### src/psct_pkg.sv
// Package for the packed saturating counter table: codes, state type and defaults.
`default_nettype none

package psct_pkg;

  // Default store size in bytes
  localparam int MemBytesDefault = 256;

  // Field widths
  localparam int CmdW    = 2;
  localparam int ValueW  = 11;
  localparam int KW      = 4;
  localparam int CountW  = 8;
  localparam int StatusW = 2;
  localparam int CfgIdxW = 2;
  localparam int CfgDatW = 11;

  // Command codes
  localparam logic [CmdW-1:0] CMD_ADD        = 2'd0;
  localparam logic [CmdW-1:0] CMD_QUERY      = 2'd1;
  localparam logic [CmdW-1:0] CMD_COMPLEMENT = 2'd2;

  // Status codes
  localparam logic [StatusW-1:0] STAT_DONE      = 2'd0;
  localparam logic [StatusW-1:0] STAT_RANGE     = 2'd1;
  localparam logic [StatusW-1:0] STAT_SATURATED = 2'd2;

  // Configuration register indexes
  localparam logic [CfgIdxW-1:0] CFG_MAX_VALUE    = 2'd0;
  localparam logic [CfgIdxW-1:0] CFG_COUNTER_BITS = 2'd1;

  // Register reset values
  localparam logic [ValueW-1:0] RESET_MAX_VALUE    = 11'd255;
  localparam logic [KW-1:0]     RESET_COUNTER_BITS = 4'd1;

  // Sequencer states
  typedef enum logic [3:0] {
    S_CLEAR,
    S_IDLE,
    S_MUL,
    S_CHECK,
    S_RD_HI,
    S_RD_LO,
    S_EXTRACT,
    S_MODIFY,
    S_WR_HI,
    S_WR_LO,
    S_CPL_RD,
    S_CPL_WR,
    S_DONE
  } state_t;

endpackage

`default_nettype wire

### src/packed_saturating_counter_table.sv
// Packed saturating counter table: byte store of k-bit counters with add, query, complement.
//
//   channel  | ports                                   | handshake
//   ---------+-----------------------------------------+------------------------------
//   request  | start, in_cmd, in_value, busy           | taken when start & !busy
//   result   | out_valid, out_count, out_status        | one-cycle strobe, no stall
//   config   | cfg_valid, cfg_ready, cfg_index, cfg_data | written when valid & ready
//
// After acceptance, add and query multiply, range-check, read the high and low bytes,
// extract and modify; a non-saturating add then writes back those in the store. An unused
// command or out-of-range value ends at the range check. Complement reads each of the N
// bytes in use and writes it back inverted. A clearing pass after reset zeroes the store,
// with busy high; busy falls in the cycle after the result strobe, cfg_ready low while busy.
// The result is shown for one cycle; the receiver cannot hold it off.
`default_nettype none

module packed_saturating_counter_table
  import psct_pkg::*;
#(
  parameter int MEM_BYTES = MemBytesDefault
) (
  input  wire logic               clk,
  input  wire logic               rst_n,
  // request
  input  wire logic               start,
  output logic                    busy,
  input  wire logic [CmdW-1:0]    in_cmd,
  input  wire logic [ValueW-1:0]  in_value,
  // result
  output logic                    out_valid,
  output logic [CountW-1:0]       out_count,
  output logic [StatusW-1:0]      out_status,
  // configuration
  input  wire logic               cfg_valid,
  output logic                    cfg_ready,
  input  wire logic [CfgIdxW-1:0] cfg_index,
  input  wire logic [CfgDatW-1:0] cfg_data
);

  // Derived sizes
  localparam int AW = (MEM_BYTES > 1) ? $clog2(MEM_BYTES) : 1;
  localparam int CW = $clog2(MEM_BYTES + 1);
  localparam logic [20:0] MEM_BITS    = 21'(MEM_BYTES * 8);
  localparam logic [16:0] MEM_BYTES_W = 17'(MEM_BYTES);
  localparam logic [CW-1:0] LAST_BYTE = CW'(MEM_BYTES - 1);

  // Byte store
  logic [7:0] mem [MEM_BYTES];
  logic [7:0] rd_data_r;
  logic [AW-1:0] rd_addr, wr_addr;
  logic [7:0] wr_data;
  logic wr_en;

  // Control and payload registers
  state_t state_r, state_nxt;
  logic [ValueW-1:0] max_value_r;
  logic [KW-1:0] counter_bits_r;
  logic [CmdW-1:0] cmd_r, cmd_nxt;
  logic [ValueW-1:0] value_r, value_nxt;
  logic [15:0] prod_r, prod_nxt;
  logic [ValueW-1:0] byte_r, byte_nxt;
  logic [3:0] shift_r, shift_nxt;
  logic has_lo_r, has_lo_nxt;
  logic [7:0] hi_r, hi_nxt;
  logic [15:0] w_r, w_nxt;
  logic [7:0] c_r, c_nxt;
  logic [CW-1:0] cnt_r, cnt_nxt;
  logic [CW-1:0] limit_r, limit_nxt;
  logic [CountW-1:0] count_r, count_nxt;
  logic [StatusW-1:0] status_r, status_nxt;

  // Working signals
  logic [KW-1:0] k;
  logic [7:0] mask;
  logic [11:0] mul_a;
  logic [15:0] mul_p;
  logic [16:0] used;
  logic [4:0] shift_calc;
  logic [7:0] lo;
  logic [15:0] w_cat;
  logic [15:0] ins_mask;
  logic [7:0] c_inc;

  // Effective counter width: zero acts as one, above eight acts as eight
  always_comb begin
    if (counter_bits_r == '0) begin
      k = KW'(1);
    end else if (counter_bits_r > KW'(8)) begin
      k = KW'(8);
    end else begin
      k = counter_bits_r;
    end
  end

  assign mask = 8'((9'd1 << k) - 9'd1);

  // Shared multiplier: bit position for add/query, extent for complement
  assign mul_a = (cmd_r == CMD_COMPLEMENT) ? (12'(max_value_r) + 12'd1) : 12'(value_r);
  assign mul_p = 16'(mul_a) * 16'(k);

  assign used       = (17'(prod_r) + 17'd7) >> 3;
  assign shift_calc = 5'd16 - 5'(prod_r[2:0]) - 5'(k);
  assign lo         = has_lo_r ? rd_data_r : 8'd0;
  assign w_cat      = {hi_r, lo};
  assign ins_mask   = 16'(mask) << shift_r;
  assign c_inc      = c_r + 8'd1;

  // Registers are written only while idle, so no request sees them change mid-way
  assign cfg_ready = !busy;

  always_ff @(posedge clk) begin
    if (!rst_n) begin
      max_value_r    <= RESET_MAX_VALUE;
      counter_bits_r <= RESET_COUNTER_BITS;
    end else if (cfg_valid && cfg_ready) begin
      unique case (cfg_index)
        CFG_MAX_VALUE:    max_value_r    <= cfg_data;
        CFG_COUNTER_BITS: counter_bits_r <= cfg_data[KW-1:0];
        default: ;
      endcase
    end
  end

  // Store: one write port, one registered read port
  always_ff @(posedge clk) begin
    if (wr_en) begin
      mem[wr_addr] <= wr_data;
    end
    rd_data_r <= mem[rd_addr];
  end

  // State register
  always_ff @(posedge clk) begin
    if (!rst_n) begin
      state_r <= S_CLEAR;
      cnt_r   <= '0;
    end else begin
      state_r <= state_nxt;
      cnt_r   <= cnt_nxt;
    end
  end

  // Payload registers
  always_ff @(posedge clk) begin
    cmd_r    <= cmd_nxt;
    value_r  <= value_nxt;
    prod_r   <= prod_nxt;
    byte_r   <= byte_nxt;
    shift_r  <= shift_nxt;
    has_lo_r <= has_lo_nxt;
    hi_r     <= hi_nxt;
    w_r      <= w_nxt;
    c_r      <= c_nxt;
    limit_r  <= limit_nxt;
    count_r  <= count_nxt;
    status_r <= status_nxt;
  end

  // Sequencer: next state, store access and datapath updates
  always_comb begin
    state_nxt  = state_r;
    cnt_nxt    = cnt_r;
    cmd_nxt    = cmd_r;
    value_nxt  = value_r;
    prod_nxt   = prod_r;
    byte_nxt   = byte_r;
    shift_nxt  = shift_r;
    has_lo_nxt = has_lo_r;
    hi_nxt     = hi_r;
    w_nxt      = w_r;
    c_nxt      = c_r;
    limit_nxt  = limit_r;
    count_nxt  = count_r;
    status_nxt = status_r;
    rd_addr    = AW'(byte_r);
    wr_addr    = cnt_r[AW-1:0];
    wr_data    = 8'd0;
    wr_en      = 1'b0;

    unique case (state_r)
      // Zero the store, one byte after another, after reset
      S_CLEAR: begin
        wr_en   = 1'b1;
        wr_addr = cnt_r[AW-1:0];
        cnt_nxt = cnt_r + CW'(1);
        if (cnt_r == LAST_BYTE) begin
          cnt_nxt   = '0;
          state_nxt = S_IDLE;
        end
      end

      S_IDLE: begin
        if (start) begin
          cmd_nxt    = in_cmd;
          value_nxt  = in_value;
          count_nxt  = '0;
          status_nxt = STAT_DONE;
          state_nxt  = S_MUL;
        end
      end

      S_MUL: begin
        prod_nxt  = mul_p;
        state_nxt = S_CHECK;
      end

      // Range check for add/query, extent for complement
      S_CHECK: begin
        if (cmd_r == CMD_COMPLEMENT) begin
          limit_nxt = (used > MEM_BYTES_W) ? CW'(MEM_BYTES_W) : CW'(used);
          cnt_nxt   = '0;
          state_nxt = S_CPL_RD;
        end else if (cmd_r == CMD_ADD || cmd_r == CMD_QUERY) begin
          if (value_r > max_value_r || (21'(prod_r) + 21'(k)) > MEM_BITS) begin
            status_nxt = STAT_RANGE;
            state_nxt  = S_DONE;
          end else begin
            byte_nxt   = ValueW'(prod_r >> 3);
            shift_nxt  = shift_calc[3:0];
            has_lo_nxt = (17'(prod_r >> 3) + 17'd1) < MEM_BYTES_W;
            state_nxt  = S_RD_HI;
          end
        end else begin
          state_nxt = S_DONE;
        end
      end

      S_RD_HI: begin
        rd_addr   = AW'(byte_r);
        state_nxt = S_RD_LO;
      end

      S_RD_LO: begin
        rd_addr   = AW'(12'(byte_r) + 12'd1);
        hi_nxt    = rd_data_r;
        state_nxt = S_EXTRACT;
      end

      // Pull the counter out of the two-byte window
      S_EXTRACT: begin
        w_nxt     = w_cat;
        c_nxt     = 8'(w_cat >> shift_r) & mask;
        state_nxt = S_MODIFY;
      end

      S_MODIFY: begin
        if (cmd_r == CMD_QUERY) begin
          count_nxt = c_r;
          state_nxt = S_DONE;
        end else if (c_r == mask) begin
          count_nxt  = c_r;
          status_nxt = STAT_SATURATED;
          state_nxt  = S_DONE;
        end else begin
          w_nxt     = (w_r & ~ins_mask) | (16'(c_inc) << shift_r);
          count_nxt = c_inc;
          state_nxt = S_WR_HI;
        end
      end

      S_WR_HI: begin
        wr_en     = 1'b1;
        wr_addr   = AW'(byte_r);
        wr_data   = w_r[15:8];
        state_nxt = S_WR_LO;
      end

      S_WR_LO: begin
        wr_en     = has_lo_r;
        wr_addr   = AW'(12'(byte_r) + 12'd1);
        wr_data   = w_r[7:0];
        state_nxt = S_DONE;
      end

      // Complement: read a byte, write it back inverted
      S_CPL_RD: begin
        rd_addr = cnt_r[AW-1:0];
        if (cnt_r == limit_r) begin
          state_nxt = S_DONE;
        end else begin
          state_nxt = S_CPL_WR;
        end
      end

      S_CPL_WR: begin
        wr_en     = 1'b1;
        wr_addr   = cnt_r[AW-1:0];
        wr_data   = ~rd_data_r;
        cnt_nxt   = cnt_r + CW'(1);
        state_nxt = S_CPL_RD;
      end

      S_DONE: begin
        cnt_nxt   = '0;
        state_nxt = S_IDLE;
      end

      default: begin
        state_nxt = S_IDLE;
      end
    endcase
  end

  // Outputs
  assign busy       = (state_r != S_IDLE);
  assign out_valid  = (state_r == S_DONE);
  assign out_count  = count_r;
  assign out_status = status_r;

`ifndef SYNTH
  // Reset always starts the clearing pass, so no request is taken straight after it
  a_busy_after_reset: assert property (@(posedge clk) !rst_n |=> busy)
    else $error("block not busy after reset");

  // An accepted request keeps the block busy
  a_busy_on_accept: assert property (@(posedge clk) disable iff (!rst_n)
    start && !busy |=> busy)
    else $error("request accepted but block not busy");

  // After the result strobe the block is ready again
  a_idle_after_result: assert property (@(posedge clk) disable iff (!rst_n)
    out_valid |=> !busy && !out_valid)
    else $error("block not idle after result");

  // Out-of-range results carry no count
  a_range_zero: assert property (@(posedge clk) disable iff (!rst_n)
    out_valid && out_status == STAT_RANGE |-> out_count == '0)
    else $error("out-of-range result with nonzero count");

  // A saturated add reports a full, nonzero counter
  a_sat_nonzero: assert property (@(posedge clk) disable iff (!rst_n)
    out_valid && out_status == STAT_SATURATED |-> out_count == mask && out_count != '0)
    else $error("saturation result with wrong count");
`endif

endmodule

`default_nettype wire

### config.mk
export PLATFORM = sky130hd
export DESIGN_NAME = packed_saturating_counter_table
export DESIGN_NICKNAME = d
export VERILOG_FILES = /design/src/psct_pkg.sv /design/src/packed_saturating_counter_table.sv
export SDC_FILE = /design/constraint.sdc
export NUM_CORES = 2
export LEC_CHECK = 0
export ABC_AREA = 1
export BUFFER_PORTS_ARGS = -buffer_cell sky130_fd_sc_hd__buf_4
export CAP_MARGIN = 20
export CORE_AREA = 2 2 433 477
export CTS_BUF_LIST = sky130_fd_sc_hd__clkbuf_4 sky130_fd_sc_hd__clkbuf_8 sky130_fd_sc_hd__clkbuf_16
export DETAILED_ROUTE_END_ITERATION = 7
export DIE_AREA = 0 0 435 479
export GPL_ROUTABILITY_DRIVEN = 0
export PLACE_DENSITY = 0.64
export SLEW_MARGIN = 20
export SYNTH_ARGS = -nofsm -noshare
export SYNTH_HDL_FRONTEND = slang
export SYNTH_SLANG_ARGS = --single-unit
### constraint.sdc
create_clock -name clk -period 25.3 [get_ports clk]
set_clock_uncertainty 0.15 [all_clocks]
set_input_delay 3.795 -clock clk [delete_from_list [all_inputs] [get_ports clk]]
set_output_delay 3.795 -clock clk [all_outputs]
set_load 0.02 [all_outputs]
# == Word level (Yosys, flattened, before mapping) ==
# Memory sizes are Yosys's and may differ from the RTL's. A register that Yosys moved wholly into a read port is not among the register bits.
# Index checks and enable logic that the tools add are counted.
# classes
n_bitwise,7
eq_ne,28
addsub,10
shifts,4
mul,1
mux,36
order_cmp,5
n_reduce_logical,23
# ops
op,count
case mux 4 bit (12 select lines),1
case mux 8 bit (2 select lines),3
case mux 9 bit (4 select lines),1
2-to-1 mux 16 bit,2
2-to-1 mux 8 bit,4
case mux 16 bit (2 select lines),1
left shift 8 x 4 -> 16 bit,2
2-to-1 mux 4 bit,7
case mux 8 bit (3 select lines),1
"== test 4 bit, second input constant",5
2-to-1 mux 9 bit,2
"inequality test 2 bit, second input constant",9
"adder 16 x 3 -> 17 bit, second input constant",1
adder 16 x 4 -> 17 bit,1
"> comparator 17 x 12 -> 1 bit, second input constant",1
"adder 8 x 1 -> 8 bit, second input constant",2
AND 16 bit,1
"== test 4 x 3 -> 1 bit, second input constant",4
multiplier 12 x 4 -> 16 bit,1
NOT 16 bit,1
bitwise OR 16 bit,1
>> shifter 16 x 4 -> 8 bit,1
"adder 13 x 1 -> 14 bit, second input constant",1
"> comparator 14 x 9 -> 1 bit, second input constant",1
other kinds (39),60
# word_totals
out_inout_bits,13
mem_bits_rw,2048
memories,1
regBits,121
# memory_table
memory,words,word_bits,read_ports,rd_ports_with_merged_regs,write_ports,line_no,rtl
mem,256,8,1,1,1,packed_saturating_counter_table.sv:48,logic [7:0] mem [MEM_BYTES];

# == Logic depth before layout (Yosys ltp) ==
# logic_depth
word_depth,12
depth_mapped,26
ltp_nobuf,26

# == Least setup slack after synthesis ==
# OpenSTA, ideal clock, no wires.
# synth_path
path_kind,register to register
from,register state_r[3]
to,"memory mem[0][6], data pin"
required_ps,23519
path_buffers,0
stages_incl_launch_ff,5
setup_time_ps,1631
setup_slack_ps,15350
arrival_ps,8169
cell_sequence,dfxtp_1 > nand2_1 > nor2_2 > inv_2 > o221ai_1
# synth_via
elab_chain_len,2
elab_cells_between_ends,4
classes_between,eq/ne (3); mux (1)
# synth_lines
item,line_no,rtl
from (decl),packed_saturating_counter_table.sv:55,"state_t state_r, state_nxt;"
from (signal assigned),packed_saturating_counter_table.sv:138,state_r <= state_nxt;
== test 4 bit,packed_saturating_counter_table.sv:180,unique case (state_r)
case mux 8 bit (3 select lines) (*),packed_saturating_counter_table.sv:180,
net wr_data[6],packed_saturating_counter_table.sv:51,logic [7:0] wr_data;
to (decl),packed_saturating_counter_table.sv:48,
# Mark *: on every way through the listed nets, which the timed path passes. The rest lies on a longest branch.

# == Worst setup path after layout ==
# layout_path
from,register state_r[2]
to,register rd_data_r[4] (read register of mem)
# layout_via
elab_chain_len,2
elab_cells_between_ends,3
classes_between,eq/ne (2); mux (1)
# layout_lines
item,line_no,rtl
== test 4 bit / == test 4 x 3 -> 1 bit (equally long branches),packed_saturating_counter_table.sv:180,
case mux 8 bit (2 select lines) (*),packed_saturating_counter_table.sv:180,
to (decl),packed_saturating_counter_table.sv:49,logic [7:0] rd_data_r;
# Every way passes the cells marked *; elsewhere a longest branch is shown, timed or not.
# A chain may end at the register's enable or synchronous reset.

==> impl_results.md <==
- Run status: finished clean
- Crit. End Element: flip-flop
- DIE AREA: 208000 um2
- Post-synthesis net count: approximately 9900
- Worst path cell trace: inv_2 > nor2_2 > nand3_2 > nand2_1 > clkinv_4 > nand2_4 > buf_4 > buf_4 > buf_4 > nand2_1 > nand2_1 > nand2_1 > nand3_1 > nand3_1 > nand3_1 > nand3_1 > nand3_1 > nand3_1 > nand2_1
- Ys async rst share: 0%
- TritonCTS Buffers: 213
- First-pass GRT wire length: 413000 um
- Critical path's slowest cell: buf_4
- Yosys warnings: 0
- EDFF count, synth: 2141
- Pre-antenna DRT Iters: 6
- Post-route minimum period: 6.26 ns
- Sink Count: between 2000 and 2500
- Die H: 479 um
- Sequential share of the synthesized area: between 60% and 70%
- Post-synthesis compound-gate area fraction: roughly 2.3%
- Die W: about 440 um
- Mux contribution to synthesized area: less than 1%
- Measured slew at the worst slew-check pin: 1.25 ns
- CTS tree: built
- Slew Limit Fails: 0
- Worst r2r dst: rd_data_r[4]
- Total grt overflow: 0
- Syn Inst Count: about 9800
- Setup WS pre-CTS: 19.09 ns
- Crit path launch type: flip-flop
- Cell area after synthesis: 99200 um2
- Final hold vios: 0
- Post_cts resized: 0
- Detailed Place HPWL: 157000 um
- Slew margin rel.: roughly 17%
- Required time worst endpoint: between 20 and 30 ns
- Main combinational cell family by area after synthesis: simple AND/OR/NAND/NOR gates
- Area Overhead vs Synth: 9.54%
- Unique masters post-synth: 55
- Clk slew on worst S/H paths: ~0.060 ns
- Post-CTS Repair Setup Buffers: 0
- Starting Density: approximately half
- Critical path class: flip-flop to flip-flop
- GR Util All Layers: 25.8%
- F_max: around 160 MHz
- R2r setup slk: 19.04 ns
- Simple-gate share of the synthesized area: 21.9%
- Initial antenna violation count: 7
- Routed via count: about 70000
- Post-route ant nets: 0
- Worst hold start: counter_bits_r[0]
- Static leakage: between 40 and 50 nW
- Worst-Skew Late Latency: between 0.8 and 0.9 ns
- Largest net degree at the start of global routing: between 200 and 250
- Clk buf depth: 3
- Critical path arrival: a little under 7 ns
- Crit path largest cell delay: 0.91 ns
- Reg2reg start: state_r[2]
- Unrepaired setup endpoints after global routing: false
- Cell mode on critical path: nand3_1
- Root Buffer: clkbuf_16
- Vias in the first global route: around 67000
- Power density cells: 65.5 nW/um2
- Nets@finish: between 9000 and 10000
- # DRC: 0
- TNS Setup: 0 ns
- Synth Area in Adders: under 10%
- Top-Level Pins: between 40 and 50
- Worst reg-to-reg path cell count: 19
- Setup violations, final: 0
- Top_reg_cell synth: edfxtp_1
- Post-synthesis average cell area: around 10 um2
- H-tree depth: 4
- Hold Path Class: flip-flop to flip-flop
- Setup ws final: 19.04 ns
- Fin crit share: 24.8%
- Drt wl/cell: around 22 um
- Hold_buf cts: 0
- Layout cells sized above 1: under 10%
- Core area: roughly 200000 um2
- PortBufs: 42
- Cell Rows: around 170
- Worst hold endpoint: counter_bits_r[0]
- Crit path max fanout: between 100 and 150
- Synth Area in XOR/XNOR: less than 1%
- VDD IR-drop max: roughly 0.08 mV
- Max Cap Viol: 0
- DR vias/cell: 5.52
- DRT iter0 DRCs: just under 8000
- Synthesis-stage register bit count: 2177
- Min-Delay Path Depth: 2
- WL final: approximately 270000 um
- Layout filler cell count: between 15000 and 20000
==> flip-flops by register name, indices dropped and copies added (netlist names), 9 cells and up <==
name and flops:
mem 2048, prod_r 16, w_r 16, max_value_r 11, value_r 11, cnt_r 9, limit_r 9
==> metal layers <==
metal / vias up / global-route usage, % / part of all wire (%)
met5: - / 0 / 0.013
met4: 6 / 10.0 / 3.9
met3: 514 / 4.06 / 7.9
met2: 2960 / 42.2 / 48
met1: 33600 / 34.8 / 41
li1: 32100 / - / -
==> worst max-delay path by stage <==
stage	start	endpoint	slack [ns]	depth (start not counted)
final	state_r[2]	rd_data_r[4]	19.04	19
after global routing	state_r[1]	rd_data_r[4]	18.54	18
after detailed placement	state_r[1]	rd_data_r[1]	19.09	18
after floorplan	state_r[3]	mem[0][6]	15.35	4
after global placement	state_r[2]	rd_data_r[1]	19.11	18
after CTS	state_r[1]	rd_data_r[1]	19.07	18
==> worst max-delay path, delay by kind of cell, from the launching register on <==
family | cells | cell delay [ns]
buffers and inverters | 5 | 2.86
DFF | 1 | 0.44
and+or+nand+nor | 14 | 2.51
==> cell type report <==
class,instances,area (um2),share of cell area [%]
Antenna cell,2,5.00,0.00461
Sequential cell,2177,65000,59.8
Tap cell,2728,3410,3.14
Multi-Input combinational cell,5437,25700,23.7
Clock inverter,110,1020,0.935
Timing Repair Buffer,147,1240,1.14
Inverter,1662,6260,5.76
Clock buffer,282,5980,5.50
==> cells by family after synthesis <==
family / count (synthesis)
AOI/OAI and AO/OA: 381
xor gates and xnor gates: 62
adders and majority gates: 69
buffers and inverters: 2199
DFF: 2177
muxes: 2
other: 1
and+or+nand+nor: 4922
==> per-stage QoR <==
step	power, mW	util, %	instances	hold slack [ns]	cell area [um2]
floorplan	3.99	-	9813	0.274	99200
global placement	4.01	49.9	12200	0.347	102000
detailed placement	4.01	49.9	12200	0.361	102000
CTS	7.15	53.3	12500	0.375	109000
global route	7.29	53.3	12500	0.399	109000
finish	7.12	53.3	12500	0.373	109000
==> placed cells by master, fill, tap and decap left out, types with 36 or more instances in the layout <==
cell	count
o21ai_0	174
o211ai_1	77
inv_1	1647
nand2_1	2343
buf_4	136
dfxtp_1	36
clkbuf_4	61
ha_1	47
clkinv_1	51
edfxtp_1	2141
nand3_1	1886
a21oi_1	61
nor2_1	433
clkbuf_16	220
xor2_1	54
nand3b_1	172
==> report_power, final <==
part	total (mW)	leakage, nW	internal [mW]	switching [mW]
Clock	3.18	3.49	1.82	1.36
Sequential	3.91	17.0	3.90	0.00156
Combinational	0.0314	24.8	0.00719	0.0242
Total	7.12	45.3	5.73	1.39
==> synthesized netlist by cell type (15+ instances only) <==
| cell type | n | area (um2) |
|---|---|---|
| nand2_1 | 2360 | 8860 |
| edfxtp_1 | 2141 | 64300 |
| nand3_1 | 1886 | 9440 |
| inv_1 | 1649 | 6190 |
| nor2_1 | 436 | 1640 |
| buf_2 | 299 | 1500 |
| clkbuf_1 | 200 | 751 |
| o21ai_0 | 175 | 876 |
| nand3b_1 | 172 | 1290 |
| o211ai_1 | 77 | 578 |
| a21oi_1 | 61 | 305 |
| xor2_1 | 54 | 473 |
| ha_1 | 47 | 588 |
| dfxtp_1 | 36 | 721 |
| buf_1 | 31 | 116 |
| fa_1 | 22 | 440 |
| a31oi_1 | 15 | 93.8 |
| nor3_1 | 15 | 75.1 |
(Power assumes the default switching activity.)
